<file path="src/sv/cda_pkg.sv">
// ----------------------------------------------------------------------------
// cda_pkg: shared types and constants of the calendar date adder
// Payload structs, request and status codes, month lengths and calendar helpers.
// ----------------------------------------------------------------------------
`default_nettype none

package cda_pkg;

    localparam int YEAR_W  = 15;
    localparam int AMT_W   = 15;
    localparam int DAY_W   = 5;
    localparam int MONTH_W = 4;
    localparam int REQ_W   = 3;
    localparam int STAT_W  = 2;

    // divider works on one bit more than a year so that sums fit
    localparam int DIV_W  = YEAR_W + 1;
    localparam int REM_W  = 9;
    localparam int DAYS_W = AMT_W + 3;

    localparam logic [REM_W-1:0] DIV_YEAR  = 9'd400;
    localparam logic [REM_W-1:0] DIV_MONTH = 9'd12;
    localparam logic [REM_W-1:0] R400_LAST = 9'd399;

    // quotient is (x * recip) >> shift, exact for every 16-bit x
    localparam int REC_W       = 17;
    localparam int PROD_W      = DIV_W + REC_W;
    localparam int SHIFT_MONTH = 20;
    localparam int SHIFT_YEAR  = 25;

    localparam logic [REC_W-1:0] RECIP_MONTH = 17'd87382;
    localparam logic [REC_W-1:0] RECIP_YEAR  = 17'd83887;

    localparam logic [REQ_W-1:0] REQ_DAYS    = 3'd0;
    localparam logic [REQ_W-1:0] REQ_WEEKS   = 3'd1;
    localparam logic [REQ_W-1:0] REQ_MONTHS  = 3'd2;
    localparam logic [REQ_W-1:0] REQ_YSTEP   = 3'd3;
    localparam logic [REQ_W-1:0] REQ_YDIRECT = 3'd4;

    localparam logic [STAT_W-1:0] ST_OK       = 2'd0;
    localparam logic [STAT_W-1:0] ST_INVALID  = 2'd1;
    localparam logic [STAT_W-1:0] ST_OVERFLOW = 2'd2;

    localparam logic [MONTH_W-1:0] MONTH_JAN = 4'd1;
    localparam logic [MONTH_W-1:0] MONTH_FEB = 4'd2;
    localparam logic [MONTH_W-1:0] MONTH_DEC = 4'd12;

    localparam logic [DAY_W-1:0] MONTH_LEN [12] = '{
        5'd31, 5'd28, 5'd31, 5'd30, 5'd31, 5'd30,
        5'd31, 5'd31, 5'd30, 5'd31, 5'd30, 5'd31
    };

    typedef struct packed {
        logic [REQ_W-1:0]   req_type;
        logic [AMT_W-1:0]   amount;
        logic [DAY_W-1:0]   day_in;
        logic [MONTH_W-1:0] month_in;
        logic [YEAR_W-1:0]  year_in;
    } t_cda_in;

    typedef struct packed {
        logic [DAY_W-1:0]   day_out;
        logic [MONTH_W-1:0] month_out;
        logic [YEAR_W-1:0]  year_out;
        logic [STAT_W-1:0]  status;
    } t_cda_out;

    typedef struct packed {
        logic start;
        logic by_year;
    } t_cda_div_ctl;

    // leap from the two low year bits and the year modulo 400
    function automatic logic cda_leap(input logic [1:0] y_low, input logic [REM_W-1:0] r400);
        return (y_low == 2'd0) && (r400 != 9'd100) && (r400 != 9'd200) && (r400 != 9'd300);
    endfunction

    function automatic logic [DAY_W-1:0] cda_days_in(input logic [MONTH_W-1:0] month,
                                                     input logic leap);
        logic [DAY_W-1:0] len;
        len = 5'd31;
        if (month == MONTH_FEB) begin
            len = leap ? 5'd29 : 5'd28;
        end else if (month >= MONTH_JAN && month <= MONTH_DEC) begin
            len = MONTH_LEN[month - 4'd1];
        end
        return len;
    endfunction

endpackage

`default_nettype wire

</file>
<file path="src/sv/cda_div.sv">
// ----------------------------------------------------------------------------
// cda_div: shared constant divider
// Divides a 16-bit value by 12 or by 400 by reciprocal multiplication.
// ----------------------------------------------------------------------------
`default_nettype none

module cda_div (
    input  wire logic                          i_clk,
    input  wire logic                          i_rst_n,
    input  wire cda_pkg::t_cda_div_ctl         i_ctl,
    input  wire logic [cda_pkg::DIV_W-1:0]     i_dividend,
    output logic                               o_done,
    output logic [cda_pkg::DIV_W-1:0]          o_quo,
    output logic [cda_pkg::REM_W-1:0]          o_rem
);
    import cda_pkg::*;

    logic                r_mul_vld;
    logic                r_quo_vld;
    logic                r_done;
    logic                r_by_year;
    logic [DIV_W-1:0]    r_arg;
    logic [PROD_W-1:0]   r_prod;
    logic [DIV_W-1:0]    r_quo;
    logic [REM_W-1:0]    r_rem;

    logic [REC_W-1:0]    w_recip;
    logic [DIV_W-1:0]    w_quo;
    logic [DIV_W-1:0]    w_back;
    logic [DIV_W-1:0]    w_diff;

    always_comb begin
        w_recip = i_ctl.by_year ? RECIP_YEAR : RECIP_MONTH;
        w_quo   = r_by_year ? DIV_W'(r_prod >> SHIFT_YEAR) : DIV_W'(r_prod >> SHIFT_MONTH);
        // quotient times divisor never exceeds the dividend
        w_back  = r_by_year ? r_quo * DIV_W'(DIV_YEAR) : r_quo * DIV_W'(DIV_MONTH);
        w_diff  = r_arg - w_back;
    end

    always_ff @(posedge i_clk) begin
        if (!i_rst_n) begin
            r_mul_vld <= 1'b0;
            r_quo_vld <= 1'b0;
            r_done    <= 1'b0;
        end else begin
            r_mul_vld <= i_ctl.start;
            r_quo_vld <= r_mul_vld;
            r_done    <= r_quo_vld;
            if (i_ctl.start) begin
                r_arg     <= i_dividend;
                r_by_year <= i_ctl.by_year;
                r_prod    <= {{REC_W{1'b0}}, i_dividend} * {{DIV_W{1'b0}}, w_recip};
            end
            if (r_mul_vld) begin
                r_quo <= w_quo;
            end
            if (r_quo_vld) begin
                r_rem <= w_diff[REM_W-1:0];
            end
        end
    end

    assign o_done = r_done;
    assign o_quo  = r_quo;
    assign o_rem  = r_rem;

endmodule

`default_nettype wire

</file>
<file path="src/sv/calendar_date_adder_top.sv">
// ----------------------------------------------------------------------------
// calendar_date_adder_top: Gregorian date adder
// Adds days, weeks, months or years to a date under a small sequencer.
// ----------------------------------------------------------------------------
// Usage:
//   Input channel: i_in_valid / o_in_stall with i_in_data. A beat is taken when
//   valid is high and stall low. o_in_stall is high while an item is in work.
//   Output channel: o_out_valid / i_out_stall with o_out_data, one result beat
//   per input beat, held in an output register while the receiver stalls.
//   Sequence: the year modulo 400 is found first by a shared divider that
//   multiplies by a reciprocal. Days and weeks then step through the months,
//   one month boundary at a time, before the result beat is offered. Months
//   divide by 12, then find the modulo 400 of the new year; years find the
//   modulo 400 of the new year (a zero year step skips it); invalid dates and
//   unknown requests go straight to the result.
//   The next beat is taken in the cycle after the result is loaded, even when
//   the previous result still waits in the output register; a result that
//   cannot be loaded because the receiver stalls holds the sequencer.
//   Reset (synchronous, active low) empties the output register and returns
//   the sequencer to idle; no memory needs clearing.
// ----------------------------------------------------------------------------
`default_nettype none

module calendar_date_adder_top (
    input  wire logic                i_clk,
    input  wire logic                i_rst_n,
    input  wire logic                i_in_valid,
    output logic                     o_in_stall,
    input  wire cda_pkg::t_cda_in    i_in_data,
    output logic                     o_out_valid,
    input  wire logic                i_out_stall,
    output cda_pkg::t_cda_out        o_out_data
);
    import cda_pkg::*;

    typedef enum logic [3:0] {
        S_IDLE, S_VDIV, S_CHECK, S_DAYS, S_MDIV, S_YDIV, S_CLAMP, S_FIN
    } t_state;

    t_state              r_state;
    logic [REQ_W-1:0]    r_req;
    logic [AMT_W-1:0]    r_amt;
    logic [DAY_W-1:0]    r_d0;
    logic [MONTH_W-1:0]  r_m0;
    logic [YEAR_W-1:0]   r_y0;
    logic [DAY_W-1:0]    r_d;
    logic [DAY_W-1:0]    r_dmid;
    logic [MONTH_W-1:0]  r_m;
    logic [DIV_W-1:0]    r_y;
    logic [REM_W-1:0]    r_r400;
    logic [DAYS_W-1:0]   r_n;
    logic [STAT_W-1:0]   r_status;
    logic                r_out_valid;
    t_cda_out            r_out;
    t_cda_div_ctl        r_div_ctl;
    logic [DIV_W-1:0]    r_div_arg;

    logic                w_div_done;
    logic [DIV_W-1:0]    w_div_quo;
    logic [REM_W-1:0]    w_div_rem;

    logic                w_out_free;
    logic                w_leap;
    logic [DAY_W-1:0]    w_dim;
    logic [DAY_W-1:0]    w_to_end;
    logic                w_valid_date;
    logic [REM_W-1:0]    w_r400_next;
    logic                w_leap_next;
    logic [DIV_W-1:0]    w_y_plus_amt;
    logic [DIV_W-1:0]    w_month_idx;
    logic [DAYS_W-1:0]   w_weeks;

    cda_div u_div (
        .i_clk      (i_clk),
        .i_rst_n    (i_rst_n),
        .i_ctl      (r_div_ctl),
        .i_dividend (r_div_arg),
        .o_done     (w_div_done),
        .o_quo      (w_div_quo),
        .o_rem      (w_div_rem)
    );

    always_comb begin
        w_out_free   = !r_out_valid || !i_out_stall;
        w_leap       = cda_leap(r_y[1:0], r_r400);
        w_dim        = cda_days_in(r_m, w_leap);
        w_to_end     = w_dim - r_d;
        w_valid_date = (r_m0 >= MONTH_JAN) && (r_m0 <= MONTH_DEC) && (r_d0 != '0)
                       && (r_d0 <= cda_days_in(r_m0, w_leap));
        // year plus one, tracked without a divide
        w_r400_next  = (r_r400 == R400_LAST) ? '0 : r_r400 + 1'b1;
        w_leap_next  = cda_leap(r_y[1:0] + 2'd1, w_r400_next);
        w_y_plus_amt = {1'b0, r_y0} + {1'b0, r_amt};
        w_month_idx  = {12'd0, r_m0} - 16'd1 + {1'b0, r_amt};
        w_weeks      = {r_amt, 3'b000} - {3'b000, r_amt};
    end

    always_ff @(posedge i_clk) begin
        if (!i_rst_n) begin
            r_state     <= S_IDLE;
            r_out_valid <= 1'b0;
            r_div_ctl   <= '0;
        end else begin
            r_div_ctl.start <= 1'b0;
            if (!i_out_stall) begin
                r_out_valid <= 1'b0;
            end
            case (r_state)
                S_IDLE: begin
                    if (i_in_valid) begin
                        r_req             <= i_in_data.req_type;
                        r_amt             <= i_in_data.amount;
                        r_d0              <= i_in_data.day_in;
                        r_m0              <= i_in_data.month_in;
                        r_y0              <= i_in_data.year_in;
                        r_status          <= ST_OK;
                        r_div_arg         <= {1'b0, i_in_data.year_in};
                        r_div_ctl.start   <= 1'b1;
                        r_div_ctl.by_year <= 1'b1;
                        r_state           <= S_VDIV;
                    end
                end
                S_VDIV: begin
                    if (w_div_done) begin
                        r_r400  <= w_div_rem;
                        r_y     <= {1'b0, r_y0};
                        r_d     <= r_d0;
                        r_dmid  <= r_d0;
                        r_m     <= r_m0;
                        r_state <= S_CHECK;
                    end
                end
                S_CHECK: begin
                    if (!w_valid_date) begin
                        r_status <= ST_INVALID;
                        r_state  <= S_FIN;
                    end else begin
                        case (r_req)
                            REQ_DAYS: begin
                                r_n     <= {3'b000, r_amt};
                                r_state <= S_DAYS;
                            end
                            REQ_WEEKS: begin
                                r_n     <= w_weeks;
                                r_state <= S_DAYS;
                            end
                            REQ_MONTHS: begin
                                r_div_arg         <= w_month_idx;
                                r_div_ctl.start   <= 1'b1;
                                r_div_ctl.by_year <= 1'b0;
                                r_state           <= S_MDIV;
                            end
                            REQ_YSTEP: begin
                                if (r_amt != '0) begin
                                    // the first step decides the running day
                                    r_dmid <= (r_d0 > cda_days_in(r_m0, w_leap_next))
                                              ? cda_days_in(r_m0, w_leap_next) : r_d0;
                                    r_y               <= w_y_plus_amt;
                                    r_div_arg         <= w_y_plus_amt;
                                    r_div_ctl.start   <= 1'b1;
                                    r_div_ctl.by_year <= 1'b1;
                                    r_state           <= S_YDIV;
                                end else begin
                                    r_state <= S_FIN;
                                end
                            end
                            REQ_YDIRECT: begin
                                r_y               <= w_y_plus_amt;
                                r_div_arg         <= w_y_plus_amt;
                                r_div_ctl.start   <= 1'b1;
                                r_div_ctl.by_year <= 1'b1;
                                r_state           <= S_YDIV;
                            end
                            default: begin
                                r_state <= S_FIN;
                            end
                        endcase
                    end
                end
                S_DAYS: begin
                    // one month per cycle
                    if (r_n <= {13'd0, w_to_end}) begin
                        r_d     <= r_d + r_n[DAY_W-1:0];
                        r_n     <= '0;
                        r_state <= S_FIN;
                    end else begin
                        r_n <= r_n - ({13'd0, w_to_end} + 18'd1);
                        r_d <= 5'd1;
                        if (r_m == MONTH_DEC) begin
                            r_m    <= MONTH_JAN;
                            r_y    <= r_y + 1'b1;
                            r_r400 <= w_r400_next;
                        end else begin
                            r_m <= r_m + 1'b1;
                        end
                    end
                end
                S_MDIV: begin
                    if (w_div_done) begin
                        r_m               <= w_div_rem[MONTH_W-1:0] + 1'b1;
                        r_y               <= {1'b0, r_y0} + w_div_quo;
                        r_div_arg         <= {1'b0, r_y0} + w_div_quo;
                        r_div_ctl.start   <= 1'b1;
                        r_div_ctl.by_year <= 1'b1;
                        r_state           <= S_YDIV;
                    end
                end
                S_YDIV: begin
                    if (w_div_done) begin
                        r_r400  <= w_div_rem;
                        r_state <= S_CLAMP;
                    end
                end
                S_CLAMP: begin
                    r_d     <= (r_dmid > w_dim) ? w_dim : r_dmid;
                    r_state <= S_FIN;
                end
                S_FIN: begin
                    if (w_out_free) begin
                        r_out_valid <= 1'b1;
                        if (r_status == ST_INVALID || r_y[DIV_W-1]) begin
                            r_out.day_out   <= r_d0;
                            r_out.month_out <= r_m0;
                            r_out.year_out  <= r_y0;
                            r_out.status    <= (r_status == ST_INVALID) ? ST_INVALID
                                                                        : ST_OVERFLOW;
                        end else begin
                            r_out.day_out   <= r_d;
                            r_out.month_out <= r_m;
                            r_out.year_out  <= r_y[YEAR_W-1:0];
                            r_out.status    <= ST_OK;
                        end
                        r_state <= S_IDLE;
                    end
                end
                default: begin
                    r_state <= S_IDLE;
                end
            endcase
        end
    end

    assign o_in_stall  = (r_state != S_IDLE);
    assign o_out_valid = r_out_valid;
    assign o_out_data  = r_out;

endmodule

`default_nettype wire
</file>
<file path="config.mk">
export PLATFORM = sky130hd
export DESIGN_NAME = calendar_date_adder_top
export DESIGN_NICKNAME = d
export VERILOG_FILES = /design/src/sv/cda_pkg.sv /design/src/sv/cda_div.sv /design/src/sv/calendar_date_adder_top.sv
export SDC_FILE = /design/constraint.sdc
export NUM_CORES = 1
export LEC_CHECK = 0
export BUFFER_PORTS_ARGS = -buffer_cell sky130_fd_sc_hd__buf_2
export CAP_MARGIN = 20
export CORE_ASPECT_RATIO = 1.25
export CORE_MARGIN = 2
export CORE_UTILIZATION = 69
export CTS_BUF_LIST = sky130_fd_sc_hd__clkbuf_4 sky130_fd_sc_hd__clkbuf_8 sky130_fd_sc_hd__clkbuf_16
export DETAILED_ROUTE_END_ITERATION = 8
export PLACE_DENSITY = 0.9
export SLEW_MARGIN = 20
export SYNTH_ARGS = -nofsm -noshare
export SYNTH_HDL_FRONTEND = slang
export SYNTH_SLANG_ARGS = --single-unit
export TNS_END_PERCENT = 50
</file>
<file path="constraint.sdc">
create_clock -name i_clk -period 12.4 [get_ports i_clk]
set_input_delay 0.62 -clock i_clk [delete_from_list [all_inputs] [get_ports i_clk]]
set_output_delay 0.62 -clock i_clk [all_outputs]
set_load 0.1 [all_outputs]
</file>
==> summary.txt <==
STA
  – Actual transition at the worst max-transition pin: 1063 ps
  – Setup repair after global routing missed its margin: false
  – Fmax: 144.6 MHz
  – Final-report setup violation count: 0
  – Worst clock skew: 12.64 ps
  – Min Clock Period, post-route: 6913 ps
  – Number of endpoints with negative hold slack in the final report: 0
  – Post-route clock period utilization: 55.75%
  – Relative max-transition margin: 29.10%
  – Total negative slack: 0 ps
  – Final-report max-slew violation count: 0
  – Fin worst setup slack: 5487 ps

Logic synthesis
  – Xor/xnor share of the synthesized area: 5.183%
  – Combinational family with the most area after synthesis: adder cells
  – Async SR Flop Fraction: 0%
  – Synthesized Nets: 2327
  – Number of synthesized flops with an enable pin: 187
  – Most used DFF post-synth: sky130_fd_sc_hd__edfxtp_1
  – Per-instance average area after synthesis: 10.07 sq um
  – Area fraction in and, or, nand and nor cells after synthesis: 11.56%
  – Combined area of all synthesized cells: 19100 sq um
  – Count of different cell masters after synthesis: 79
  – Share of synthesized area occupied by flip-flops and latches: 30.35%
  – Number of synthesized register bits: 196
  – Synthesized instance count: 1896
  – Synth Area in Adders: 31.08%
  – Multiplexer share of the synthesized area: 2.195%
  – Yosys synthesis warning count: 0
  – Post-synthesis compound-gate area fraction: 12.46%

Finish
  – Number of nets at the end of the flow: 2373
  – Fraction of the core area covered by cells at the end of the flow: 74.22%
  – Fraction of final layout cells sized beyond drive strength 1: 8.593%
  – Commonest non-fill, non-tap cell in the layout: sky130_fd_sc_hd__inv_1
  – Commonest cells after routing, fill and taps aside: sky130_fd_sc_hd__inv_1, sky130_fd_sc_hd__ha_1, sky130_fd_sc_hd__edfxtp_1, sky130_fd_sc_hd__fa_1, sky130_fd_sc_hd__nor2_1
  – Layout area overhead: 6.480%

Clock network
  – Clock-pin transition on the worst setup and hold timing paths: 80 ps
  – Max H-tree Level: 4
  – Maximum clock path buffer count: 2
  – Clock network latency to the later pin of the worst-skew pair: 450 ps
  – Root Buffer Master: sky130_fd_sc_hd__clkbuf_16
  – TritonCTS sink count: 196
  – Number of CTS-inserted buffers: 17
  – TritonCTS clock tree: done
  – CTS Hold Buffers Added: 0
  – Number of cells upsized or downsized after cts: 0
  – # Post-CTS Setup Buffers: 0

Global route
  – Overall fraction of global-route tracks in use: 33.85%
  – Largest net degree at the start of global routing: 42
  – Total congestion overflow: 0
  – Wire length of the first global-routing pass: 76800 um
  – Number of global-route vias before repair: 15270
  – Number of antenna violations at the first check in global routing: 6

Setup path
  – Endpoint required time on the critical path: 12600 ps
  – Data arrival time at the worst-slack endpoint: 7110 ps
  – Setup crit end kind: register
  – Worst flop-to-flop path endpoint: u_div.r_prod[31]
  – Critical path origin: r_div_arg[8]
  – Critical Path Start Type: register
  – Worst Reg-to-Reg Cells: 20
  – Worst setup path category: register to register
  – Slowest cell on crit path: sky130_fd_sc_hd__edfxtp_1
  – Critical register-to-register path startpoint: r_div_arg[8]
  – CP cell instances: and2_1, fa_1, inv_1, fa_1, inv_1, fa_1, fa_1, fa_1, inv_1, fa_1, inv_1, ha_1, nand2_1, o21ai_0, o22ai_1, a21oi_1, o21ai_0, o21ai_0, a21oi_1, xnor2_1
  – FF-to-FF setup slack: 5490 ps
  – Cell repeated most along the worst path: sky130_fd_sc_hd__fa_1
  – CP max FO: 9
  – Slowest stage delay, CP: 600 ps

Floorplanning
  – Core area: 27400 sq um
  – Die footprint: 29030 sq um
  – Ports: 74
  – Std cell rows: 68
  – Chip Height: 190.0 um
  – Starting utilization of the core area: 69.70%
  – Floorplan die width: 152.8 um

Place
  – Setup slack after placement: 5554 ps
  – Number of port buffers: 73
  – HPWL after DPL: 38670 um
  – Final weighted congestion of routability-driven global placement: 0.9532

Drt
  – Number of remaining DRC errors: 0
  – Routed WL: 47880 um
  – Number of DRC violations after detailed-routing iteration 0: 1157
  – Router iterations before antenna repair: 6
  – Detailed-route wire length per cell: 20.74 um
  – Via Count: 14450
  – Via-per-instance ratio: 6.259
  – Post-detailed-route count of antenna-violating nets: 0

Hold path
  – Number of stages on the worst hold path: 1
  – Hold Path Sink: r_amt[5]
  – Path category of the worst min-delay check: input port to register
  – Min-Delay Startpoint: i_in_data[29]

Outcome
  – Outcome: finished, final reports clean

Job
  – # Max-Cap Violations: 0
==> worst max path at each step <==
stage                  endpoint  slack, ps  depth (start not counted)
2_1_floorplan  u_div.r_prod[32]       6240                         21
5_1_grt        u_div.r_prod[31]       5170                         20
4_1_cts        u_div.r_prod[31]       5540                         20
6_report       u_div.r_prod[31]       5490                         20
3_3_place_gp   u_div.r_prod[32]       5750                         20
3_5_place_dp   u_div.r_prod[31]       5550                         20
==> final cells by class <==
type                       count  area [sq um]
multi-input combinational   1342         11960
fill                        1846          7063
sequential                   196          5796
inverter                     300          1126
timing repair buffer          85         455.4
clock buffer                  19         440.4
tap                          350         437.9
clock inverter                13         115.1
antenna                        3         7.507
==> cell families (layout without fill, tap and decap cells) <==
logic type                 count (synthesis)  count (layout)
DFF                                      196             196
xor gates and xnor gates                 113             113
AOI/OAI and AO/OA                        367             367
other                                      0               3
buffers and inverters                    358             417
muxes                                     38              38
adders and majority gates                385             385
and+or+nand+nor                          439             439
==> critical path: cells and delay by family, from the launching register on <==
family	cells	cell delay, ps
adder cells (fa/ha/maj)	7	3380
flip-flops	1	600
AO/OA/AOI/OAI	6	1960
XOR/XNOR	1	170
buffers and inverters	4	200
AND/OR/NAND/NOR	2	360
==> sequential cells by signal, summed over array words and instances (netlist names), 2 cells and up <==
register	cells
r_state	3
r_y0	15
u_div.o_quo	13
r_d0	5
r_dmid	5
o_out_data	26
r_n	18
u_div.r_arg	9
r_y	16
r_req	3
r_r400	9
u_div.o_rem	9
r_m	4
r_div_ctl	2
r_m0	4
r_div_arg	16
u_div.r_prod	13
r_d	5
r_amt	15
==> metrics by stage <==
step | cell area (sq um) | hold slack [ps] | instances
floorplan | 19100 | 400.3 | 1896
CTS | 20320 | 336.8 | 2305
finish | 20330 | 343.0 | 2308
global placement | 19770 | 403.7 | 2273
detailed placement | 19770 | 423.9 | 2273
global route | 20330 | 333.9 | 2305
==> metal layers <==
layer	global-route usage, %	vias up	wire, um
li1	-	6695	-
met1	36.99	6962	16770
met2	61.33	606	25060
met3	6.355	177	3172
met4	19.91	6	2832
met5	0	-	42
==> cell usage after synthesis (7+ instances only) <==
cell	instances	area (sq um)
sky130_fd_sc_hd__inv_1	298	1119
sky130_fd_sc_hd__ha_1	236	2953
sky130_fd_sc_hd__edfxtp_1	187	5615
sky130_fd_sc_hd__fa_1	149	2983
sky130_fd_sc_hd__nor2_1	110	412.9
sky130_fd_sc_hd__nand2_1	106	397.9
sky130_fd_sc_hd__a21oi_1	103	515.5
sky130_fd_sc_hd__o21ai_0	81	405.4
sky130_fd_sc_hd__xnor2_1	76	665.6
sky130_fd_sc_hd__clkbuf_1	48	180.2
sky130_fd_sc_hd__nand3_1	40	200.2
sky130_fd_sc_hd__xor2_1	37	324.1
sky130_fd_sc_hd__nor3_1	34	170.2
sky130_fd_sc_hd__mux2_2	31	349.1
sky130_fd_sc_hd__nor2b_1	30	187.7
sky130_fd_sc_hd__a21o_1	28	210.2
sky130_fd_sc_hd__nand2b_1	26	162.7
sky130_fd_sc_hd__and2_1	18	112.6
sky130_fd_sc_hd__o211ai_1	18	135.1
sky130_fd_sc_hd__a31oi_1	14	87.58
sky130_fd_sc_hd__a22oi_1	13	97.59
sky130_fd_sc_hd__nand4_1	13	81.33
sky130_fd_sc_hd__a211oi_1	11	82.58
sky130_fd_sc_hd__o21a_1	10	75.07
sky130_fd_sc_hd__o221ai_1	10	87.58
sky130_fd_sc_hd__o22ai_1	10	62.56
sky130_fd_sc_hd__and3_1	9	56.30
sky130_fd_sc_hd__dfxtp_1	9	180.2
sky130_fd_sc_hd__nor4_1	9	56.30
sky130_fd_sc_hd__a222oi_1	8	80.08
sky130_fd_sc_hd__o21bai_1	8	60.06
sky130_fd_sc_hd__mux2i_1	7	70.07
Power is not shown: default switching activity piles up to over one toggle a cycle in this logic, so the estimate is an artifact.
